### config.mk
export PLATFORM = sky130hd
export DESIGN_NAME = aho_front
export DESIGN_NICKNAME = d
export VERILOG_FILES = /design/src/aho_pkg.sv /design/src/aho_front.sv
export SDC_FILE = /design/constraint.sdc
export NUM_CORES = 1
export LEC_CHECK = 0
export ABC_CLOCK_PERIOD_IN_PS = 2800
export BUFFER_PORTS_ARGS = -buffer_cell sky130_fd_sc_hd__buf_2
export CAP_MARGIN = 0
export CORE_MARGIN = 3
export CORE_UTILIZATION = 44
export DETAILED_ROUTE_END_ITERATION = 8
export SLEW_MARGIN = 20
export SYNTH_ARGS = -nofsm -noshare
export SYNTH_HDL_FRONTEND = slang
export SYNTH_SLANG_ARGS = --single-unit
### constraint.sdc
create_clock -name clock -period 2.8 [get_ports clock]
set_input_delay 0.14 -clock clock [delete_from_list [all_inputs] [get_ports clock]]
set_output_delay 0.14 -clock clock [all_outputs]
set_load 0.02 [all_outputs]
### src/aho_pkg.sv
`default_nettype none

package aho_pkg;

   // Sine table geometry. The table holds one period; only the first quadrant
   // plus its end point is stored, the rest follows by symmetry.
   localparam int SINE_TABLE_SIZE = 4096;
   localparam int SINE_AW         = $clog2(SINE_TABLE_SIZE);
   localparam int QUARTER_SIZE    = SINE_TABLE_SIZE / 4;
   localparam int QUARTER_AW      = $clog2(QUARTER_SIZE + 1);

   // Bit of the Q7.49 phase product just below the integer part.
   localparam int FRAC_MSB = 48;

   localparam longint PI_Q30 = 64'sd3373259426;

   // Command queue between the front and back parts.
   localparam int QDEPTH = 4;
   localparam int QAW    = $clog2(QDEPTH);
   localparam int QCW    = $clog2(QDEPTH + 1);

   // Register reset values and register selects (address bit 2).
   localparam logic [31:0] BASE_INC_RESET = 32'd39370534;
   localparam logic [6:0]  HCOUNT_RESET   = 7'd8;
   localparam logic        REG_BASE_INC   = 1'b0;
   localparam logic        REG_HCOUNT     = 1'b1;

   typedef enum logic [1:0] {
      CMD_TICK       = 2'd0,
      CMD_LOAD_AMP   = 2'd1,
      CMD_LOAD_RATIO = 2'd2
   } cmd_type;

   typedef enum logic [1:0] {
      BK_IDLE,
      BK_RUN,
      BK_DRAIN,
      BK_FINISH
   } back_state_type;

   typedef struct packed {
      logic [1:0]  command;
      logic [5:0]  harmonic_index;
      logic [23:0] load_value;
   } aho_req_type;

   typedef struct packed {
      logic signed [15:0] sample;
      logic               clipped;
   } aho_rsp_type;

   // One classified entry of the command queue.
   typedef struct packed {
      cmd_type     cmd;
      logic [5:0]  idx;
      logic [23:0] value;
   } aho_cmd_type;

   typedef logic signed [15:0] quarter_table_type [QUARTER_SIZE + 1];

   // round(32767 * sin(pi/2 * k / QUARTER_SIZE)) by a fixed-point Taylor series
   // in Q30, evaluated at elaboration.
   function automatic quarter_table_type build_quarter_table();
      quarter_table_type tbl;
      longint x;
      longint x2;
      longint term;
      longint sum;
      longint v;
      for (int k = 0; k <= QUARTER_SIZE; k++) begin
         x    = (PI_Q30 * longint'(k)) / (2 * QUARTER_SIZE);
         x2   = (x * x) >>> 30;
         term = x;
         sum  = x;
         term = ((term * x2) >>> 30) / 6;
         sum  = sum - term;
         term = ((term * x2) >>> 30) / 20;
         sum  = sum + term;
         term = ((term * x2) >>> 30) / 42;
         sum  = sum - term;
         term = ((term * x2) >>> 30) / 72;
         sum  = sum + term;
         term = ((term * x2) >>> 30) / 110;
         sum  = sum - term;
         term = ((term * x2) >>> 30) / 156;
         sum  = sum + term;
         if (sum < 0) begin
            sum = 0;
         end
         v = (sum * 32767 + (64'sd1 <<< 29)) >>> 30;
         if (v > 32767) begin
            v = 32767;
         end
         tbl[k] = 16'(v);
      end
      return tbl;
   endfunction

   localparam quarter_table_type QUARTER_SINE = build_quarter_table();

endpackage

`default_nettype wire

### src/aho_front.sv
`default_nettype none

module aho_front
   import aho_pkg::*;
#(
   parameter int MAX_HARMONICS = 64
) (
   input  wire logic        clock,
   input  wire logic        reset,
   input  wire logic        push,
   output logic             full,
   input  wire aho_req_type req_item,
   output aho_cmd_type      head,
   output logic             head_valid,
   input  wire logic        head_pop
);

   aho_cmd_type      entries_ff [QDEPTH];
   logic [QAW-1:0]   wr_ptr_ff;
   logic [QAW-1:0]   wr_ptr_in;
   logic [QAW-1:0]   rd_ptr_ff;
   logic [QAW-1:0]   rd_ptr_in;
   logic [QCW-1:0]   count_ff;
   logic [QCW-1:0]   count_in;
   logic             enq;
   logic             deq;
   logic             cmd_ok;
   aho_cmd_type      item;

   always_comb begin
      item.cmd   = cmd_type'(req_item.command);
      item.idx   = req_item.harmonic_index;
      item.value = req_item.load_value;
      // Unused commands and loads aimed past the stores are dropped here.
      case (req_item.command)
         CMD_TICK: begin
            cmd_ok = 1'b1;
         end
         CMD_LOAD_AMP, CMD_LOAD_RATIO: begin
            cmd_ok = 32'(req_item.harmonic_index) < MAX_HARMONICS;
         end
         default: begin
            cmd_ok = 1'b0;
         end
      endcase
      full      = count_ff == QCW'(QDEPTH);
      enq       = push && !full && cmd_ok;
      deq       = head_pop && (count_ff != '0);
      wr_ptr_in = enq ? wr_ptr_ff + QAW'(1) : wr_ptr_ff;
      rd_ptr_in = deq ? rd_ptr_ff + QAW'(1) : rd_ptr_ff;
      count_in  = count_ff + QCW'(enq) - QCW'(deq);
   end

   always_ff @(posedge clock) begin
      if (reset) begin
         wr_ptr_ff <= '0;
         rd_ptr_ff <= '0;
         count_ff  <= '0;
      end else begin
         wr_ptr_ff <= wr_ptr_in;
         rd_ptr_ff <= rd_ptr_in;
         count_ff  <= count_in;
      end
   end

   always_ff @(posedge clock) begin
      if (enq) begin
         entries_ff[wr_ptr_ff] <= item;
      end
   end

   assign head       = entries_ff[rd_ptr_ff];
   assign head_valid = count_ff != '0;

endmodule

`default_nettype wire

==> results.yml <==
sta:
  skew_ns: 0.007760
  final-setup-viol-count: 0
  tightest_slew_ns: 0.5171
  min_period_ns: 2.471
  slew_headroom: 0.6553
  timing.final.hold_violations: 0
  tns_ns: 0
  rsz0062_at_grt: "no"
  slew_viol_final: 0
  timing.fmax_ghz: 0.4047
  fin_crit_sh: 0.8825
pwr:
  power.density_nw_per_um2: 903.1
  ir_worst_vdd_v: 0.0005096
  p_int_mw: 4.275
  power_frac_seq: 0.440
  p_clk_frac: 0.324
  p_leak_nw: 2.264
  p_sw_mw: 1.591
  swShare: 0.2713
  comb_power_share: 0.236
setup_path:
  path_common_cell: "inv_1"
  worstSetupPathType: "flip-flop to flip-flop"
  cpPeakStageDelay_ns: 0.46
  required_ns: 3.14
  crit_path_end_kind: "flip-flop"
  cp_max_fo: 7
  path_buf_inv: 3
  arrival_ns: 2.81
  critPathSlowestCell: "dfxtp_1"
  start_kind: "flip-flop"
  r2r_slack_ns: 0.33
  path_delay_family: "adder cells"
  crit_chain: "nor3b_2 -> a211oi_4 -> inv_1 -> ha_1 -> inv_1 -> ha_1 -> inv_1 -> fa_1 -> xor2_1 -> and2_1 -> nor3_1"
synth:
  yosysWarnings: 0
  async_reset_ff_frac: 0
  synth_cell_types: 22
  syn-cell-area_um2: 5112
  synth_area_leaders: "edfxtp_1 (75%), mux4_2 (14%), dfxtp_1 (3.5%)"
  synth-edff-count: 128
  synth-seq-cells: 137
  yosysMostFrequentCell: "edfxtp_1"
  synth_nets: 259
  synth_flop_cell: "edfxtp_1"
  avgSynthCellArea_um2: 23.67
  yosysTopAreaCell: "edfxtp_1"
  ys_seq_area_frac: 0.7871
  synthTopCellsByCount: "edfxtp_1 (128), mux4_2 (32), dfxtp_1 (9), nor2_1 (7)"
  syn_inst: 216
  synth_top_area_share: 0.7518
floorplanning:
  pin_count: 70
  initial_utilization: 0.4615
  rows: 38
  core_area_um2: 11080
  dieArea_um2: 12950
  fp.dieW_um: 113.8
  dieHeight_um: 113.8
global_routing:
  grt_pass1_vias: 2673
  grt_pass1_wl_mm: 14.38
  track_usage: 0.1554
  grt_start_max_net_pins: 22
  antenna_found_initial: 0
  overflow: 0
cts:
  cts_resized: 0
  clk_pin_slew_ns: 0.05
  cts_tree: "done"
  numCtsBuffers: 17
  cts_buffer_depth: 2
  clock-sinks: 137
  root_buffer: "clkbuf_16"
  clkLatencyLatePin_ns: 0.41
  htreeDepth: 4
routing:
  vias: 2439
  route.met3.wl_um: 485
  drc: 0
  wl_met1_mm: 3.874
  dr_wl_met2_mm: 4.559
  routed.top_layer: "met4"
  vias_per_cell: 5.029
  wirelength_mm: 9.067
  ant_nets: 0
  drtIter0Drc: 109
  first_pass_iters: 4
  wl_per_cell_um: 18.69
placement:
  dp_hpwl_mm: 5.505
  globalplace.congestion: 0.6464
  dpl.cell_count: 425
  io_buffers: 69
job:
  cap_violations: 0
finish:
  diodes: 0
  syn2layout_area_growth_pct: 27.07
  nets: 379
  layout.cells.non_filler: 485
  post-route-util: 0.5864
  drive_above_1_share: 0.4087
worst_hold_path:
  holdCritPathClass: "input port to flip-flop"
status:
  status: "complete, no violations"
-- layer usage --
layer  GRT usage  up-vias
li1            -     1128
met1      0.1960     1234
met2      0.2446       65
met3     0.05676       12
met4     0.06651        0
met5           0        -
-- placed cells by master, fill, tap and decap left out, drive strengths merged --
master	netlist	layout
dlygate4sd3	0	32
nor3b	1	1
o31a	1	1
nand2b	2	2
buf	8	77
nor2b	1	1
xnor2	1	1
dfxtp	9	9
clkbuf	0	21
nor3	1	1
inv	6	6
o311ai	1	1
mux4	32	32
or3	1	1
clkinv	0	6
mux2	1	1
fa	1	1
mux2i	1	1
xor2	2	2
nor2	7	7
bufinv	0	1
edfxtp	128	128
a211oi	1	1
ha	6	6
and2	5	5
-- state kept, by name, indices dropped and copies added, names as in the netlist, named ones only --
| signal | count |
|---|---|
| entries_ff | 128 |
| wr_ptr_ff | 2 |
| rd_ptr_ff | 2 |
| count_ff | 3 |
-- cell type report --
class                   count  area (µm²)
fillers                   824        4582
flip-flops and latches    137        4026
multi-input cells          65        1012
repair buffers            109       763.2
clock buffers              21       440.4
well taps                 140       175.2
clock inverters             7       56.30
inverters                   6       22.52
-- worst register-to-register path: stages (launching register included) --
cell	delay, ns
dfxtp_1	0.46
nor3b_2	0.12
a211oi_4	0.41
inv_1	0.09
ha_1	0.30
inv_1	0.05
ha_1	0.13
inv_1	0.05
fa_1	0.37
xor2_1	0.16
and2_1	0.16
nor3_1	0.12
-- cell families after synthesis --
kind of cell             after synthesis  share of synthesized area
flip-flops                           137                     0.7871
multiplexers                          34                     0.1459
AND/OR/NAND/NOR                       18                    0.01982
buffers and inverters                 14                    0.01591
adder cells (fa/ha/maj)                7                    0.01860
AO/OA/AOI/OAI                          3                   0.007587
XOR/XNOR                               3                   0.005140
-- metrics by stage --
| stage | setup WS, ns | hold slack (ns) | area [µm²] | power, mW |
|---|---|---|---|---|
| 2_1_floorplan | 0.5092 | 0.2389 | 5112 | 3.570 |
| 3_3_place_gp | 0.4225 | 0.3541 | 5679 | 3.980 |
| 3_5_place_dp | 0.2869 | 0.3593 | 5679 | 4.006 |
| 4_1_cts | 0.2710 | 0.003761 | 6496 | 5.967 |
| 5_1_grt | 0.1015 | 0.01981 | 6496 | 6.168 |
| 6_report | 0.3290 | 0.01008 | 6496 | 5.867 |
-- path summary, 6_finish.rpt --
kind / from / cells after the start / end
setup / recovery: count_ff[1]$_SDFF_PP0_ / 11 / count_ff[2]$_SDFF_PP0_
hold / removal: reset / 2 / count_ff[1]$_SDFF_PP0_
setup reg to reg: count_ff[1]$_SDFF_PP0_ / 11 / count_ff[2]$_SDFF_PP0_
hold reg to reg: wr_ptr_ff[1]$_SDFFE_PP0P_ / 2 / wr_ptr_ff[1]$_SDFFE_PP0P_
-- power groups by stage --
| stage | Combinational (mW) | Clock (mW) | Sequential [mW] |
|---|---|---|---|
| 6_report | 1.38 | 1.90 | 2.58 |
| 5_1_grt | 1.50 | 2.05 | 2.61 |
| 4_1_cts | 1.42 | 1.96 | 2.59 |
| 3_5_place_dp | 1.38 | 0 | 2.63 |
| 3_3_place_gp | 1.36 | 0 | 2.62 |
| 2_1_floorplan | 1.03 | 0 | 2.54 |
-- what timing repair did --
action,in CTS,in global routing
hold endpoints to repair,128,0
hold buffers,32,0
buffers inserted,0,0
(Power assumes the default switching activity.)
